==> src/rtl/dsrt_pkg.sv <==
// ----------------------------------------------------------------------------
// dsrt_pkg
// shared constants for the dual sensor range and crossing tracker
// ----------------------------------------------------------------------------
package dsrt_pkg;

  // configuration register map
  localparam int CFG_INDEX_BITS = 1;

  typedef enum logic [CFG_INDEX_BITS-1:0] {
    REG_UPPER_THRESHOLD = 1'b0,
    REG_LOWER_THRESHOLD = 1'b1
  } cfg_reg_t;

  // threshold values after reset
  localparam int UPPER_THRESHOLD_RESET = 700;
  localparam int LOWER_THRESHOLD_RESET = 300;

  // completion test on crossing counts
  localparam int DONE_MIN_CROSSINGS = 3;
  localparam int DONE_MIN_LEAD      = 1;

endpackage

==> src/rtl/dsrt_in_if.sv <==
// ----------------------------------------------------------------------------
// dsrt_in_if
// sample channel: start request and one reading from each sensor
// ----------------------------------------------------------------------------
interface dsrt_in_if #(
  parameter int SAMPLE_BITS = 10
);
  logic                   valid;
  logic                   ready;
  logic                   start_req;
  logic [SAMPLE_BITS-1:0] left_sample;
  logic [SAMPLE_BITS-1:0] right_sample;

  modport source (output valid, output start_req, output left_sample,
                  output right_sample, input ready);
  modport sink   (input valid, input start_req, input left_sample,
                  input right_sample, output ready);
endinterface

==> src/rtl/dsrt_out_if.sv <==
// ----------------------------------------------------------------------------
// dsrt_out_if
// result channel: ranges, on-line flags and completion
// ----------------------------------------------------------------------------
interface dsrt_out_if #(
  parameter int SAMPLE_BITS = 10
);
  logic                   valid;
  logic                   ready;
  logic [SAMPLE_BITS-1:0] left_low;
  logic [SAMPLE_BITS-1:0] left_high;
  logic [SAMPLE_BITS-1:0] right_low;
  logic [SAMPLE_BITS-1:0] right_high;
  logic                   left_on;
  logic                   right_on;
  logic                   calibration_done;

  modport source (output valid, output left_low, output left_high, output right_low,
                  output right_high, output left_on, output right_on,
                  output calibration_done, input ready);
  modport sink   (input valid, input left_low, input left_high, input right_low,
                  input right_high, input left_on, input right_on,
                  input calibration_done, output ready);
endinterface

==> src/rtl/dsrt_chan.sv <==
// ----------------------------------------------------------------------------
// dsrt_chan
// one sensor: range tracking, hysteresis flag and saturating crossing count
// ----------------------------------------------------------------------------
module dsrt_chan #(
  parameter int SAMPLE_BITS = 10,
  parameter int COUNT_BITS  = 8
) (
  input  logic                   clk,
  input  logic                   rst,
  input  logic                   advance,
  input  logic                   start,
  input  logic [SAMPLE_BITS-1:0] sample,
  input  logic [SAMPLE_BITS-1:0] upper_threshold,
  input  logic [SAMPLE_BITS-1:0] lower_threshold,
  output logic [SAMPLE_BITS-1:0] lo_next,
  output logic [SAMPLE_BITS-1:0] hi_next,
  output logic                   on_next,
  output logic [COUNT_BITS-1:0]  count_next
);

  localparam logic [COUNT_BITS-1:0] COUNT_MAX = '1;

  logic [SAMPLE_BITS-1:0] lo;
  logic [SAMPLE_BITS-1:0] hi;
  logic                   on;
  logic [COUNT_BITS-1:0]  count;

  logic on_set;
  logic off_hit;

  always_comb begin
    on_set  = on | (sample >= upper_threshold);
    off_hit = on_set & (sample <= lower_threshold);
    if (start) begin
      lo_next    = sample;
      hi_next    = sample;
      on_next    = 1'b0;
      count_next = '0;
    end else begin
      lo_next    = (sample < lo) ? sample : lo;
      hi_next    = (sample > hi) ? sample : hi;
      on_next    = on_set & ~off_hit;
      count_next = (off_hit && count != COUNT_MAX) ? count + 1'b1 : count;
    end
  end

  always_ff @(posedge clk) begin
    if (rst) begin
      lo    <= '0;
      hi    <= '0;
      on    <= 1'b0;
      count <= '0;
    end else if (advance) begin
      lo    <= lo_next;
      hi    <= hi_next;
      on    <= on_next;
      count <= count_next;
    end
  end

endmodule

==> src/rtl/dual_sensor_range_and_crossing_tracker.sv <==
// ----------------------------------------------------------------------------
// dual_sensor_range_and_crossing_tracker
// min/max tracking and hysteresis crossing counts for two line sensors
// ----------------------------------------------------------------------------
// usage
//   samples: one transaction per pair of readings; start_req seeds both ranges
//     from the readings and clears flags and crossing counts
//   results: one transaction per sample transaction, in order
//   cfg_we/cfg_index/cfg_data: threshold writes, only while the block is idle
// output: results are registered, into the skid slot while the output waits
// throughput: one sample per cycle while ready is high; the state update is
//   a single compare and increment pass per sensor between the state
//   registers and the result register
// reset: thresholds return to 700/300, ranges, flags and counts to zero, and
//   both result slots empty
// stall: a two-slot result buffer (output register plus skid register) lets
//   one more sample in while a result waits; ready drops once both are full
// ----------------------------------------------------------------------------
module dual_sensor_range_and_crossing_tracker #(
  parameter int SAMPLE_BITS = 10,
  parameter int COUNT_BITS  = 8
) (
  input  logic                               clk,
  input  logic                               rst,
  dsrt_in_if.sink                            samples,
  dsrt_out_if.source                         results,
  input  logic                               cfg_we,
  input  logic [dsrt_pkg::CFG_INDEX_BITS-1:0] cfg_index,
  input  logic [SAMPLE_BITS-1:0]             cfg_data
);

  // completion constants at counter width plus one guard bit
  localparam logic [COUNT_BITS:0] MIN_CROSS = (COUNT_BITS + 1)'(dsrt_pkg::DONE_MIN_CROSSINGS);
  localparam logic [COUNT_BITS:0] MIN_LEAD  = (COUNT_BITS + 1)'(dsrt_pkg::DONE_MIN_LEAD);

  // configuration registers
  logic [SAMPLE_BITS-1:0] upper_threshold;
  logic [SAMPLE_BITS-1:0] lower_threshold;

  always_ff @(posedge clk) begin
    if (rst) begin
      upper_threshold <= SAMPLE_BITS'(dsrt_pkg::UPPER_THRESHOLD_RESET);
      lower_threshold <= SAMPLE_BITS'(dsrt_pkg::LOWER_THRESHOLD_RESET);
    end else if (cfg_we) begin
      unique case (dsrt_pkg::cfg_reg_t'(cfg_index))
        dsrt_pkg::REG_UPPER_THRESHOLD: upper_threshold <= cfg_data;
        dsrt_pkg::REG_LOWER_THRESHOLD: lower_threshold <= cfg_data;
        default: ;
      endcase
    end
  end

  // handshake
  logic skid_valid;
  logic accept;
  logic out_fire;

  assign samples.ready = ~skid_valid;
  assign accept        = samples.valid & samples.ready;
  assign out_fire      = results.valid & results.ready;

  // per-sensor trackers, state advances on each accepted sample
  logic [SAMPLE_BITS-1:0] l_lo, l_hi, r_lo, r_hi;
  logic                   l_on, r_on;
  logic [COUNT_BITS-1:0]  l_count, r_count;

  dsrt_chan #(.SAMPLE_BITS(SAMPLE_BITS), .COUNT_BITS(COUNT_BITS)) u_left (
    .clk             (clk),
    .rst             (rst),
    .advance         (accept),
    .start           (samples.start_req),
    .sample          (samples.left_sample),
    .upper_threshold (upper_threshold),
    .lower_threshold (lower_threshold),
    .lo_next         (l_lo),
    .hi_next         (l_hi),
    .on_next         (l_on),
    .count_next      (l_count)
  );

  dsrt_chan #(.SAMPLE_BITS(SAMPLE_BITS), .COUNT_BITS(COUNT_BITS)) u_right (
    .clk             (clk),
    .rst             (rst),
    .advance         (accept),
    .start           (samples.start_req),
    .sample          (samples.right_sample),
    .upper_threshold (upper_threshold),
    .lower_threshold (lower_threshold),
    .lo_next         (r_lo),
    .hi_next         (r_hi),
    .on_next         (r_on),
    .count_next      (r_count)
  );

  // done: never on a start, else left at least the minimum and left minus right
  // above the lead, compared one bit wider so right plus the lead cannot wrap
  logic [COUNT_BITS:0] l_wide;
  logic [COUNT_BITS:0] r_wide;
  logic                done;

  assign l_wide = {1'b0, l_count};
  assign r_wide = {1'b0, r_count};
  assign done   = ~samples.start_req & (l_wide >= MIN_CROSS) & (l_wide > r_wide + MIN_LEAD);

  // result buffer: output register and skid register
  logic                   out_valid;
  logic [SAMPLE_BITS-1:0] out_l_lo, out_l_hi, out_r_lo, out_r_hi;
  logic                   out_l_on, out_r_on, out_done;
  logic [SAMPLE_BITS-1:0] skid_l_lo, skid_l_hi, skid_r_lo, skid_r_hi;
  logic                   skid_l_on, skid_r_on, skid_done;
  logic                   load_out;
  logic                   load_skid;

  assign load_out  = accept & (~out_valid | out_fire);
  assign load_skid = accept & out_valid & ~out_fire;

  always_ff @(posedge clk) begin
    if (rst) begin
      out_valid  <= 1'b0;
      skid_valid <= 1'b0;
    end else begin
      if (load_out) begin
        out_valid <= 1'b1;
      end else if (out_fire) begin
        out_valid <= skid_valid;
      end
      if (load_skid) begin
        skid_valid <= 1'b1;
      end else if (out_fire) begin
        skid_valid <= 1'b0;
      end
    end
  end

  always_ff @(posedge clk) begin
    if (load_out) begin
      out_l_lo <= l_lo;
      out_l_hi <= l_hi;
      out_r_lo <= r_lo;
      out_r_hi <= r_hi;
      out_l_on <= l_on;
      out_r_on <= r_on;
      out_done <= done;
    end else if (out_fire && skid_valid) begin
      // drain the waiting transaction into the output slot
      out_l_lo <= skid_l_lo;
      out_l_hi <= skid_l_hi;
      out_r_lo <= skid_r_lo;
      out_r_hi <= skid_r_hi;
      out_l_on <= skid_l_on;
      out_r_on <= skid_r_on;
      out_done <= skid_done;
    end
    if (load_skid) begin
      skid_l_lo <= l_lo;
      skid_l_hi <= l_hi;
      skid_r_lo <= r_lo;
      skid_r_hi <= r_hi;
      skid_l_on <= l_on;
      skid_r_on <= r_on;
      skid_done <= done;
    end
  end

  assign results.valid            = out_valid;
  assign results.left_low         = out_l_lo;
  assign results.left_high        = out_l_hi;
  assign results.right_low        = out_r_lo;
  assign results.right_high       = out_r_hi;
  assign results.left_on          = out_l_on;
  assign results.right_on         = out_r_on;
  assign results.calibration_done = out_done;

`ifndef ASSERT_OFF
  // skid slot only fills behind a waiting output
  a_skid_behind_out: assert property (@(posedge clk) disable iff (rst)
    skid_valid |-> out_valid)
    else $error("skid register holds a transaction with the output slot empty");

  // a sample taken while the output stalls must land in the skid slot
  a_stall_to_skid: assert property (@(posedge clk) disable iff (rst)
    (accept && out_valid && !results.ready) |=> skid_valid)
    else $error("sample accepted during stall was not buffered");

  // a start result shows cleared flags and no completion
  a_start_clears: assert property (@(posedge clk) disable iff (rst)
    (accept && samples.start_req && (!out_valid || results.ready)) |=>
      (!results.left_on && !results.right_on && !results.calibration_done))
    else $error("start transaction left flags or completion set");
`endif

endmodule
==> src/flat_wrapper.sv <==
// flat-port wrapper written by rule: the top's interface ports become plain ports
module dual_sensor_range_and_crossing_tracker_flat 
#(
  parameter int SAMPLE_BITS = 10,
  parameter int COUNT_BITS  = 8
)
  (clk, rst, cfg_we, cfg_index, cfg_data, samples_valid, samples_start_req, samples_left_sample, samples_right_sample, samples_ready, results_valid, results_left_low, results_left_high, results_right_low, results_right_high, results_left_on, results_right_on, results_calibration_done, results_ready);
  dsrt_in_if #(.SAMPLE_BITS(SAMPLE_BITS)) samples_i ();
  dsrt_out_if #(.SAMPLE_BITS(SAMPLE_BITS)) results_i ();
  input  logic clk;
  input  logic rst;
  input  logic cfg_we;
  input  logic [dsrt_pkg::CFG_INDEX_BITS-1:0] cfg_index;
  input  logic [SAMPLE_BITS-1:0] cfg_data;
  input wire logic [$bits(samples_i.valid)-1:0] samples_valid;
  input wire logic [$bits(samples_i.start_req)-1:0] samples_start_req;
  input wire logic [$bits(samples_i.left_sample)-1:0] samples_left_sample;
  input wire logic [$bits(samples_i.right_sample)-1:0] samples_right_sample;
  output wire logic [$bits(samples_i.ready)-1:0] samples_ready;
  output wire logic [$bits(results_i.valid)-1:0] results_valid;
  output wire logic [$bits(results_i.left_low)-1:0] results_left_low;
  output wire logic [$bits(results_i.left_high)-1:0] results_left_high;
  output wire logic [$bits(results_i.right_low)-1:0] results_right_low;
  output wire logic [$bits(results_i.right_high)-1:0] results_right_high;
  output wire logic [$bits(results_i.left_on)-1:0] results_left_on;
  output wire logic [$bits(results_i.right_on)-1:0] results_right_on;
  output wire logic [$bits(results_i.calibration_done)-1:0] results_calibration_done;
  input wire logic [$bits(results_i.ready)-1:0] results_ready;
  assign samples_i.valid = samples_valid;
  assign samples_i.start_req = samples_start_req;
  assign samples_i.left_sample = samples_left_sample;
  assign samples_i.right_sample = samples_right_sample;
  assign samples_ready = samples_i.ready;
  assign results_valid = results_i.valid;
  assign results_left_low = results_i.left_low;
  assign results_left_high = results_i.left_high;
  assign results_right_low = results_i.right_low;
  assign results_right_high = results_i.right_high;
  assign results_left_on = results_i.left_on;
  assign results_right_on = results_i.right_on;
  assign results_calibration_done = results_i.calibration_done;
  assign results_i.ready = results_ready;
  dual_sensor_range_and_crossing_tracker #(.SAMPLE_BITS(SAMPLE_BITS), .COUNT_BITS(COUNT_BITS)) u_core (.clk(clk), .rst(rst), .samples(samples_i), .results(results_i), .cfg_we(cfg_we), .cfg_index(cfg_index), .cfg_data(cfg_data));
endmodule
==> config.mk <==
export PLATFORM = sky130hd
export DESIGN_NAME = dual_sensor_range_and_crossing_tracker_flat
export DESIGN_NICKNAME = d
export VERILOG_FILES = /design/src/rtl/dsrt_pkg.sv /design/src/rtl/dsrt_in_if.sv /design/src/rtl/dsrt_out_if.sv /design/src/rtl/dsrt_chan.sv /design/src/rtl/dual_sensor_range_and_crossing_tracker.sv /design/src/flat_wrapper.sv
export SDC_FILE = /design/constraint.sdc
export NUM_CORES = 1
export LEC_CHECK = 0
export BUFFER_PORTS_ARGS = -buffer_cell sky130_fd_sc_hd__buf_4
export CORE_MARGIN = 4
export CORE_UTILIZATION = 40
export CTS_CLUSTER_DIAMETER = 150
export DETAILED_ROUTE_END_ITERATION = 8
export PLACE_DENSITY = 0.68
export SYNTH_ARGS = -nofsm -noshare
export SYNTH_HDL_FRONTEND = slang
export SYNTH_HIERARCHICAL = 1
export SYNTH_SLANG_ARGS = --single-unit
==> constraint.sdc <==
create_clock -name clk -period 14.5 [get_ports clk]
set_input_delay 3.625 -clock clk [delete_from_list [all_inputs] [get_ports clk]]
set_output_delay 3.625 -clock clk [all_outputs]
set_load 0.005 [all_outputs]
[Word-level counts from Yosys, hierarchy flattened]
Cells that the tools add are included.
Widths: inputs -> output; s select.
Storage, ports and cells
  bits of input ports: 37
  word-level logic and storage cells: 102
  output and inout bits: 45
  register bits after elaboration: 166
Operators by class
  muxes and demuxes: 32
  equal/unequal tests: 2
  reductions and logical operators: 8
  add/sub/neg operators: 3
  order comparisons: 10
  bitwise operators: 21
Operators with widths (number)
  $mux 10: 16
  $mux 8: 4
  $ge 10x10->1: 2
  $gt 10x10->1: 2
  $le 10x10->1: 2
  $lt 10x10->1: 2
  $add 8x1->8 const B: 2
  $ne 8x8->1 const B: 2
  $mux 1: 12
  $and 1x1->1: 11
  $add 8x1->9 const B: 1
  $gt 8x9->1: 1
  $ge 8x2->1 const B: 1
  $not 1->1: 7
  $reduce_bool 2->1: 3
  $reduce_and 2->1: 2
  $logic_and 1x1->1: 3
  $or 1x1->1: 3

[Logic depth before layout (Yosys ltp)]
Gate-level depths: netlist of the first run.
  depth in word-level cells: 10
  gate-level depth with buffers: 18
  depth with buffers taken out: 17

[Modules after synthesis]
Netlist of the first run, hierarchy kept.
Modules (own cells, without submodules)
  dual_sensor_range_and_crossing_tracker: area an instance 4464.3 um2, seq. area each 3022.9 um2, instances 1, cells each 279
  dsrt_chan at u_core.u_right: area an instance 3100.5 um2, seq. area each 580.6 um2, instances 1, cells each 400
  dsrt_chan at u_core.u_left: area an instance 3041.7 um2, seq. area each 580.6 um2, instances 1, cells each 406

[Worst setup path before layout of the first run]
OpenSTA, ideal clock, no wires.
  path kind: input-to-reg
  start point: input samples_right_sample[5]
  end point: register u_core.out_done, in the netlist u_core/results.calibration_done (data pin)
  setup time: 0.188 ns
  arrival: 6.969 ns
  stages: 16
  path buffers: 1
  required time: 14.312 ns
  path slack: 7.343 ns
  cells stage by stage: ha_1 a21oi_2 o21ai_2 a2111oi_4 o22ai_2 buf_6 o41ai_1 and3_1 and3_1 nand3_1 xor2_1 ha_1 and3_1 nand3_1 o211ai_1 o41ai_1
Between the ends
  cells in the longest elaborated chain, start to end: 10
  elaborated cells on any way between the ends: 11
  classes of those cells: add/sub (1); order compare (3); mux (3); bitwise (3); reduce/logical (1)
RTL lines
  from (decl): line flat_wrapper.sv:18  | input wire logic [$bits(samples_i.right_sample)-1:0] samples_right_sample;
  $ge 10x10->1: line dsrt_chan.sv:33  | on_set = on | (sample >= upper_threshold);
  $or 1x1->1: line dsrt_chan.sv:33
  $and 1x1->1 (*): line dsrt_chan.sv:34  | off_hit = on_set & (sample <= lower_threshold);
  $logic_and 1x1->1 (*): line dsrt_chan.sv:44  | count_next = (off_hit && count != COUNT_MAX) ? count + 1'b1 : count;
  $mux 8 (*): line dsrt_chan.sv:44
  $mux 8 (*): line dsrt_chan.sv:35  | if (start) begin
  via u_core.r_count[2]: line dual_sensor_range_and_crossing_tracker.sv:65  | logic [COUNT_BITS-1:0] l_count, r_count;
  $add 8x1->9 (*): line dual_sensor_range_and_crossing_tracker.sv:103  | assign done = ~samples.start_req & (l_wide >= MIN_CROSS) & (l_wide > r_wide + MIN_LEAD);
  $gt 8x9->1 (*): line dual_sensor_range_and_crossing_tracker.sv:103
  $and 1x1->1 (*): line dual_sensor_range_and_crossing_tracker.sv:103
  $mux 1 (*): line dual_sensor_range_and_crossing_tracker.sv:136  | if (load_out) begin
  to (signal assigned): line dual_sensor_range_and_crossing_tracker.sv:143  | out_done <= done;
  to (signal assigned): line dual_sensor_range_and_crossing_tracker.sv:152  | out_done <= skid_done;
  to (decl): line dual_sensor_range_and_crossing_tracker.sv:108  | logic out_l_on, out_r_on, out_done;
Mark *: on every way through the listed nets, which the timed path passes. The rest lies on a longest branch.
A chain may end at the register's enable or synchronous reset.

[Worst setup path after layout of the first run]
Same ends and word-level chain as after synthesis.

==> impl_metrics.ini, run 1 <==
[worst_setup_path]
r2r_cells = 17
end_kind = flop
max_stage_delay_ns = 0.68
critical_path_class = in -> reg
cp_data_required_time_ns = 14.75
cp_cell_sequence = buf_4, ha_1, a21oi_2, o21ai_2, a2111oi_4, o22ai_2, o41ai_1, and3_1, and3_1, nand3_1, xor2_1, ha_1, and3_1, nand3_1, o211ai_1, o41ai_1
r2r_slack_ns = 10.02
path_max_fanout = 18
r2r-start = u_core/upper_threshold[7]
cp-start-kind = primary input
crit_start = samples_right_sample[5]
endpoint = u_core/results.calibration_done
path_common_cell = and3_1
r2r_end = u_core/results.calibration_done
critPathSlowestCell = o41ai_1
cp_data_arrival_time_ns = 7.59

[grt]
gr-total-overflow = 0
grt_pass1_vias = 8208
grt_pass1_wl_um = 42000
antenna_found_initial = 0
grt_max_degree = 89
grtUsageTotal_pct = 17.8

[status]
status = complete, no violations

[synthesis]
ys_top_cells_by_area = edfxtp_1 (24%), dfxtp_1 (15%), ha_1 (10%)
ys_seq_elements = 166
yosysMostFrequentCell = inv_1
synth.largest_area_cell = edfxtp_1
synth_area_um2 = 10600
yosys_most_used_dff = edfxtp_1
synth-edff-count = 86
synth.distinct_cells = 73
yosys_warnings = 6
syn_inst = 1085
async_flop_share_pct = 0
avgSynthCellArea_um2 = 9.78
yosysSeqAreaShare_pct = 39.4
synthTopCellsByCount = inv_1 (94), ha_1 (89), nand2_1 (89)
synth_nets = 1211
yosysTopAreaCellShare_pct = 24.3

[placement]
dp_hpwl_um = 18000
place.gp.congestion = 0.847
io_buffers = 81

[final_layout]
nets = 1272
syn2layout_area_growth_pct = 13.4
antenna_cells_inserted = 0
drive_gt1_share_pct = 16.7

[clocking]
numClockSinks = 166
cts-resized-gates = 0
clk_latency_ns = 0.44
path_clk_slew_ns = 0.07
htreeDepth = 4
cts_root_buf = clkbuf_16
numCtsBuffers = 17
cts_setup_buffers = 0
cts_hold_buf = 0
cts_tree = done
clockBufferDepth = 2

[timing]
skew_ns = 0.0151
hold_viol = 0
fmax_ghz = 0.136
slew_headroom_pct = 41.5
fin_crit_ns = 7.34
worst_slew_pin_slew_ns = 0.877
period_share_pct = 50.6
setup_tns_ns = 0
rsz0062_at_grt = no
maxSlewViolCount = 0
setup_viol = 0

[die]
row_count = 59
initial_core_util_pct = 40.7
die_w_um = 171
core_area_um2 = 26100
die-area_um2 = 29200
io_pins = 82
die_h_um = 171

[drt]
via_per_inst = 5.65
ant_nets = 0
dr.pass1.iters = 6
wl_per_cell_um = 17.4
drt-initial-drc-count = 638
vias = 8446
routed_wl_um = 26000
drc = 0

[pwr]
power.leakage_nw = 4.82
ir_worst_vdd_mv = 0.0762
power_mw = 1.23
power_density_nw_per_um2 = 102

[job]
drv_cap = 0

[min_path]
hp-class = reg -> reg
per-stage QoR:
step                      setup WS, ns  cells  instance area (um^2)  util, %  hold WS (ns)
after CTS                         7.22   1494                 12000     46.2         0.462
after global placement            6.90   1462                 11400     43.9         0.445
final                             7.16   1494                 12000     46.2         0.469
after global routing              6.87   1494                 12000     46.2         0.486
after detailed placement          6.76   1462                 11400     43.9         0.452
after floorplan                   7.34   1085                 10600        -         0.438
worst min path at each step:
| stage | from | end | slack [ns] | depth (start not counted) |
|---|---|---|---|---|
| 3_5_place_dp | u_core/u_left/lo[3] | u_core/u_left/lo[3] | 0.45 | 2 |
| 4_1_cts | u_core/u_left/lo[2] | u_core/u_left/lo[2] | 0.46 | 2 |
| 2_1_floorplan | u_core/u_left/lo[1] | u_core/u_left/lo[1] | 0.44 | 2 |
| 3_3_place_gp | u_core/u_left/lo[5] | u_core/u_left/lo[5] | 0.45 | 2 |
| 5_1_grt | u_core/u_left/lo[5] | u_core/u_left/lo[5] | 0.49 | 2 |
| 6_report | u_core/u_left/lo[5] | u_core/u_left/lo[5] | 0.47 | 2 |
power by group:
group          leakage [nW]  internal, mW  total [mW]  switching, mW
Combinational          3.07         0.101       0.242          0.141
Sequential             1.46         0.528       0.540         0.0128
Clock                 0.278         0.230       0.447          0.217
worst max-delay path, delay by kind of cell:
family          cells  cell delay, ns
simple gates        5            0.91
xor+xnor            1            0.17
buf+inv             1            0.16
compound gates      7            2.09
fa+ha+maj           2            0.63
cells by family after synthesis:
logic type	synth area share, %
AND/OR/NAND/NOR	17.5
AO/OA/AOI/OAI	16.4
XOR/XNOR	0.495
buffers and inverters	5.73
adder cells (fa/ha/maj)	10.5
multiplexers	9.89
flip-flops	39.4
cells in the final DEF (no fill, tap or decap), types with 9 or more instances in the layout:
master	instances
a211oi_1	9
a21o_1	14
a21oi_1	63
a22oi_1	20
and3_1	13
buf_4	88
clkbuf_16	17
dfxtp_1	80
edfxtp_1	86
ha_1	89
inv_1	94
mux2_1	20
mux2_4	40
mux2i_1	20
nand2_1	89
nand2b_1	30
nand3_1	83
nand3b_1	11
nand4_1	14
nor2_1	45
o211ai_1	27
o21ai_0	36
o21ai_1	12
or3_1	14
or4_1	10
per-layer routing:
metal,vias to the layer above,track usage (%),part of all wire (%)
met3,44,2.63,4.9
met2,242,30.2,48
met5,-,0,0
li1,4125,-,-
met4,0,7.06,2.6
met1,4035,23.1,44
cell type report:
| type | count | area [um^2] |
|---|---|---|
| fillers | 2470 | 14000 |
| clock inverters | 15 | 156 |
| well taps | 335 | 419 |
| inverters | 95 | 357 |
| multi-input cells | 778 | 5830 |
| flip-flops and latches | 166 | 4180 |
| clock buffers | 17 | 425 |
| repair buffers | 88 | 661 |
(Power assumes the default switching activity.)
==> inputs of run 2 (changes only) <==
Settings changed: PLACE_DENSITY 0.68 to 0.7.
Clock period 14.5 ns to 6.1 ns, I/O delays scaled along.
==> impl_metrics.ini, run 2 (synthesis gave the netlist of run 1 again) <==
[status]
status = complete, no violations

[drt]
routed_wl_um = 25300
drt-initial-drc-count = 635
ant_nets = 0
drc = 0
wl_per_cell_um = 17.0
vias = 8394
dr.pass1.iters = 5
via_per_inst = 5.63

[clocking]
clockBufferDepth = 2
cts_root_buf = clkbuf_16
cts_tree = done
numCtsBuffers = 17
clk_latency_ns = 0.43
cts_hold_buf = 0
htreeDepth = 4
path_clk_slew_ns = 0.07
cts-resized-gates = 0
cts_setup_buffers = 0
numClockSinks = 166

[final_layout]
syn2layout_area_growth_pct = 13.1
fin_cells = 1492
nets = 1270
antenna_cells_inserted = 0
mostFrequentLayoutCell = inv_1
n_fill_cell = 2432
final_area_um2 = 12000
utilization_pct = 46.0
drive_gt1_share_pct = 16.6
layout_common_cells = inv_1 (94), nand2_1 (89), ha_1 (89)

[worst_setup_path]
r2r_cells = 17
critPathSlowestCell = o22ai_2
cp-start-kind = primary input
path_common_cell = and3_1
endpoint = u_core/results.calibration_done
r2r_slack_ns = 1.70
r2r_end = u_core/results.calibration_done
crit_start = samples_right_sample[5]
r2r-start = u_core/upper_threshold[7]
max_stage_delay_ns = 0.57
cp_data_required_time_ns = 6.34
end_kind = flop
critical_path_class = in -> reg
cp_data_arrival_time_ns = 5.45
cp_cell_sequence = buf_4, ha_1, nand4_1, a211oi_1, a2111oi_4, o22ai_2, o311ai_1, o41ai_1, and3_1, and3_1, nand3_1, xor2_1, ha_1, and3_1, nand3_1, o211ai_1, o41ai_1
path_max_fanout = 18

[placement]
io_buffers = 81
place.gp.congestion = 0.855
dpl_worst_slack_ns = 0.486
place_area_um2 = 11400
dp_hpwl_um = 17800
dp_cells = 1460

[timing]
skew_ns = 0.0130
fin_crit_ns = 5.21
maxSlewViolCount = 0
worst_hold_slack_ns = 0.460
setup_tns_ns = 0
worst_slack_ns = 0.887
setup_viol = 0
period_share_pct = 85.5
rsz0062_at_grt = no
worst_slew_pin_slew_ns = 1.11
fmax_ghz = 0.192
hold_viol = 0
slew_headroom_pct = 25.7

[grt]
antenna_found_initial = 0
grt_pass1_vias = 7855
grt_max_degree = 89
grtUsageTotal_pct = 17.1
grt_pass1_wl_um = 40300
gr-total-overflow = 0

[pwr]
power_mw = 2.87
power.leakage_nw = 4.80
ir_worst_vdd_mv = 0.208
power_density_nw_per_um2 = 240

[die]
core_area_um2 = 26100
die_w_um = 171
initial_core_util_pct = 40.7
io_pins = 82
die_h_um = 171
row_count = 59
die-area_um2 = 29200

[min_path]
hp-class = reg -> reg

[job]
drv_cap = 0
run 2: changes by cell type in the layout (fill, tap and decap cells not counted), sizes merged:
cell and delta:
clkbuf +2, inv -2, buf -2
run 2: how the worst min path moves through the flow:
stage                   startpoint  slack, ns  depth (start not counted)             endpoint
2_1_floorplan  u_core/u_left/lo[1]       0.44                          2  u_core/u_left/lo[1]
3_3_place_gp   u_core/u_left/lo[1]       0.45                          2  u_core/u_left/lo[1]
3_5_place_dp   u_core/u_left/lo[4]       0.45                          2  u_core/u_left/lo[4]
4_1_cts        u_core/u_left/lo[4]       0.46                          2  u_core/u_left/lo[4]
5_1_grt        u_core/u_left/lo[2]       0.48                          2  u_core/u_left/lo[2]
6_report       u_core/u_left/lo[2]       0.46                          2  u_core/u_left/lo[2]
run 2: layout make-up:
class	count	area, um^2	share of cell area [%]
flip-flops and latches	166	4180	34.9
clock inverters	13	113	0.939
repair buffers	86	646	5.38
multi-input cells	778	5830	48.6
clock buffers	19	443	3.69
inverters	95	357	2.97
well taps	335	419	3.50
run 2: layer usage:
| metal | GRT usage (%) | share of wire [%] | vias to the layer above |
|---|---|---|---|
| met5 | 0 | 0 | - |
| met4 | 5.86 | 2.1 | 0 |
| met3 | 2.56 | 4.7 | 30 |
| met2 | 28.7 | 48 | 240 |
| met1 | 22.6 | 45 | 4000 |
| li1 | - | - | 4124 |
run 2: power by group:
part           total (mW)  internal [mW]  switching [mW]
Sequential           1.29           1.25          0.0306
Clock                1.02          0.544           0.475
Combinational       0.570          0.238           0.332
Total                2.87           2.04           0.837
run 2: worst max-delay path: cells and delay by family:
kind | cells | cell delay (ns)
compound gates | 7 | 1.95
simple gates | 6 | 1.03
fa+ha+maj | 2 | 0.63
xor+xnor | 1 | 0.17
buf+inv | 1 | 0.16
==> inputs of run 3 (changes only) <==
Settings changed: CTS_BUF_LIST from default to sky130_fd_sc_hd__clkbuf_16, SYNTH_HIERARCHICAL 1 to default.
==> impl_metrics.ini, run 3 <==
[final_layout]
drive_gt1_share_pct = 20.8
nets = 1091
fin_cells = 1263
syn2layout_area_growth_pct = 16.7
n_fill_cell = 2049
layout_common_cells = nor2_1 (95), buf_4 (92), ha_1 (89)
antenna_cells_inserted = 0
mostFrequentLayoutCell = nor2_1
utilization_pct = 47.5

[drt]
dr.pass1.iters = 4
wl_per_cell_um = 16.8
drc = 0
via_per_inst = 5.31
topRoutingLayerUsed = met4
met1Wirelength_um = 10300
wl_met3_um = 937
drt-initial-drc-count = 278
route.met2.wl_um = 9710
vias = 6706
routed_wl_um = 21200
ant_nets = 0

[clocking]
numCtsBuffers = 17
cts-resized-gates = 0
clockBufferDepth = 2
cts_root_buf = clkbuf_16
clk_latency_ns = 0.43
cts_tree = done
numClockSinks = 166
cts_setup_buffers = 0
htreeDepth = 4
path_clk_slew_ns = 0.07
cts_hold_buf = 0

[pwr]
power_density_nw_per_um2 = 269
combPwrFrac_pct = 16.8
p_sw_uw = 762
power.leakage_nw = 4.51
power.internal_mw = 2.12
p_seq_share_pct = 44.6
power_switching_share_pct = 26.4
clockPowerShare_pct = 38.6
ir_worst_vdd_mv = 0.147

[synthesis]
synth_nets = 1012
ys_seq_elements = 166
async_flop_share_pct = 0
synth.largest_area_cell = edfxtp_1
yosysMostFrequentCell = nor2_1
synth_area_um2 = 9210
synth.distinct_cells = 61
yosysSeqAreaShare_pct = 45.4
synthTopCellsByCount = nor2_1 (96), ha_1 (89), edfxtp_1 (86)
avgSynthCellArea_um2 = 10.4
yosys_most_used_dff = edfxtp_1
yosys_warnings = 0
synth-edff-count = 86
syn_inst = 886
yosysTopAreaCellShare_pct = 28.0
ys_top_cells_by_area = edfxtp_1 (28%), dfxtp_1 (17%), ha_1 (12%)

[timing]
skew_ns = 0.00874
worst_hold_slack_ns = 0.460
maxSlewViolCount = 0
setup_tns_ns = 0
period_share_pct = 89.8
setup_viol = 0
rsz0062_at_grt = no
fmax_ghz = 0.182
worst_slew_pin_slew_ns = 1.25
hold_viol = 0
fin_crit_ns = 5.48
slew_headroom_pct = 16.3

[grt]
grt_pass1_vias = 6699
grt_pass1_wl_um = 34700
gr-total-overflow = 0
antenna_found_initial = 0
grtUsageTotal_pct = 16.8
grt_max_degree = 81

[die]
die_h_um = 160
core_area_um2 = 22600
die-area_um2 = 25500
die_w_um = 160
io_pins = 82
initial_core_util_pct = 40.7
row_count = 55

[placement]
dp_hpwl_um = 14900
place.gp.congestion = 0.847
io_buffers = 81
dp_cells = 1231

[worst_setup_path]
path_max_fanout = 6
cp-start-kind = primary input
critical_path_class = in -> reg
cp_data_required_time_ns = 6.27
end_kind = flop
cp_data_arrival_time_ns = 5.65

[job]
drv_cap = 0

[status]
status = complete, no violations

[min_path]
hp-class = reg -> reg
run 3: worst paths after layout:
kind | from | end | slack [ns] | cells past startpoint
min | u_core.u_right.on | u_core.u_right.on | 0.46 | 2
max reg2reg | u_core.lower_threshold[8] | u_core.results.calibration_done | 1.51 | 22
min reg2reg | u_core.u_right.on | u_core.u_right.on | 0.46 | 2
max | samples_right_sample[0] | u_core.results.calibration_done | 0.62 | 23
run 3: cells by family (layout without fill, tap and decap cells):
family                   after synthesis  after routing  synth area share, %
XOR/XNOR                              10             10                0.951
buffers and inverters                109            201                 4.69
AND/OR/NAND/NOR                      246            246                 12.4
flip-flops                           166            166                 45.4
AO/OA/AOI/OAI                        156            156                 11.5
adder cells (fa/ha/maj)               89             89                 12.1
multiplexers                         110            110                 12.9
run 3: final cells by class:
class,instances,area (um^2),share of cell area [%]
clock buffers,17,425,3.96
clock inverters,15,180,1.68
inverters,77,289,2.69
multi-input cells,611,4620,43.0
flip-flops and latches,166,4180,38.9
well taps,285,357,3.32
repair buffers,92,691,6.43
run 3: per-layer routing:
metal	vias to the layer above	track usage [%]
met4	0	4.97
met2	146	27.3
met5	-	0
met3	24	2.97
li1	3347	-
met1	3189	23.1
run 3: stage by stage:
stage	area [um^2]	worst slack, ns	power (mW)
2_1_floorplan	9210	0.416	1.62
3_3_place_gp	10100	0.236	1.78
3_5_place_dp	10100	0.162	1.80
4_1_cts	10700	0.606	2.91
5_1_grt	10700	0.273	3.02
6_report	10700	0.619	2.89
run 3: power groups by stage:
stage	logic (mW)	registers [mW]	clock network, mW
2_1_floorplan	0.314	1.31	0
6_report	0.485	1.29	1.11
3_3_place_gp	0.475	1.31	0
4_1_cts	0.488	1.29	1.13
5_1_grt	0.543	1.30	1.18
3_5_place_dp	0.485	1.31	0
run 3: worst max-delay path, cell delays in order:
cell	delay, ns
buf_4	0.13
inv_1	0.11
ha_1	0.24
nand2b_1	0.14
a211oi_1	0.23
nor3_1	0.07
or4_1	0.49
nand3_1	0.19
xor2_1	0.10
or2_2	0.30
inv_1	0.06
ha_1	0.24
xnor2_1	0.10
ha_1	0.31
a21o_1	0.19
a21o_1	0.17
a211o_1	0.28
a21o_1	0.17
a21o_1	0.17
a21oi_1	0.15
nor3_1	0.09
o41ai_4	0.08
o21ai_1	0.11
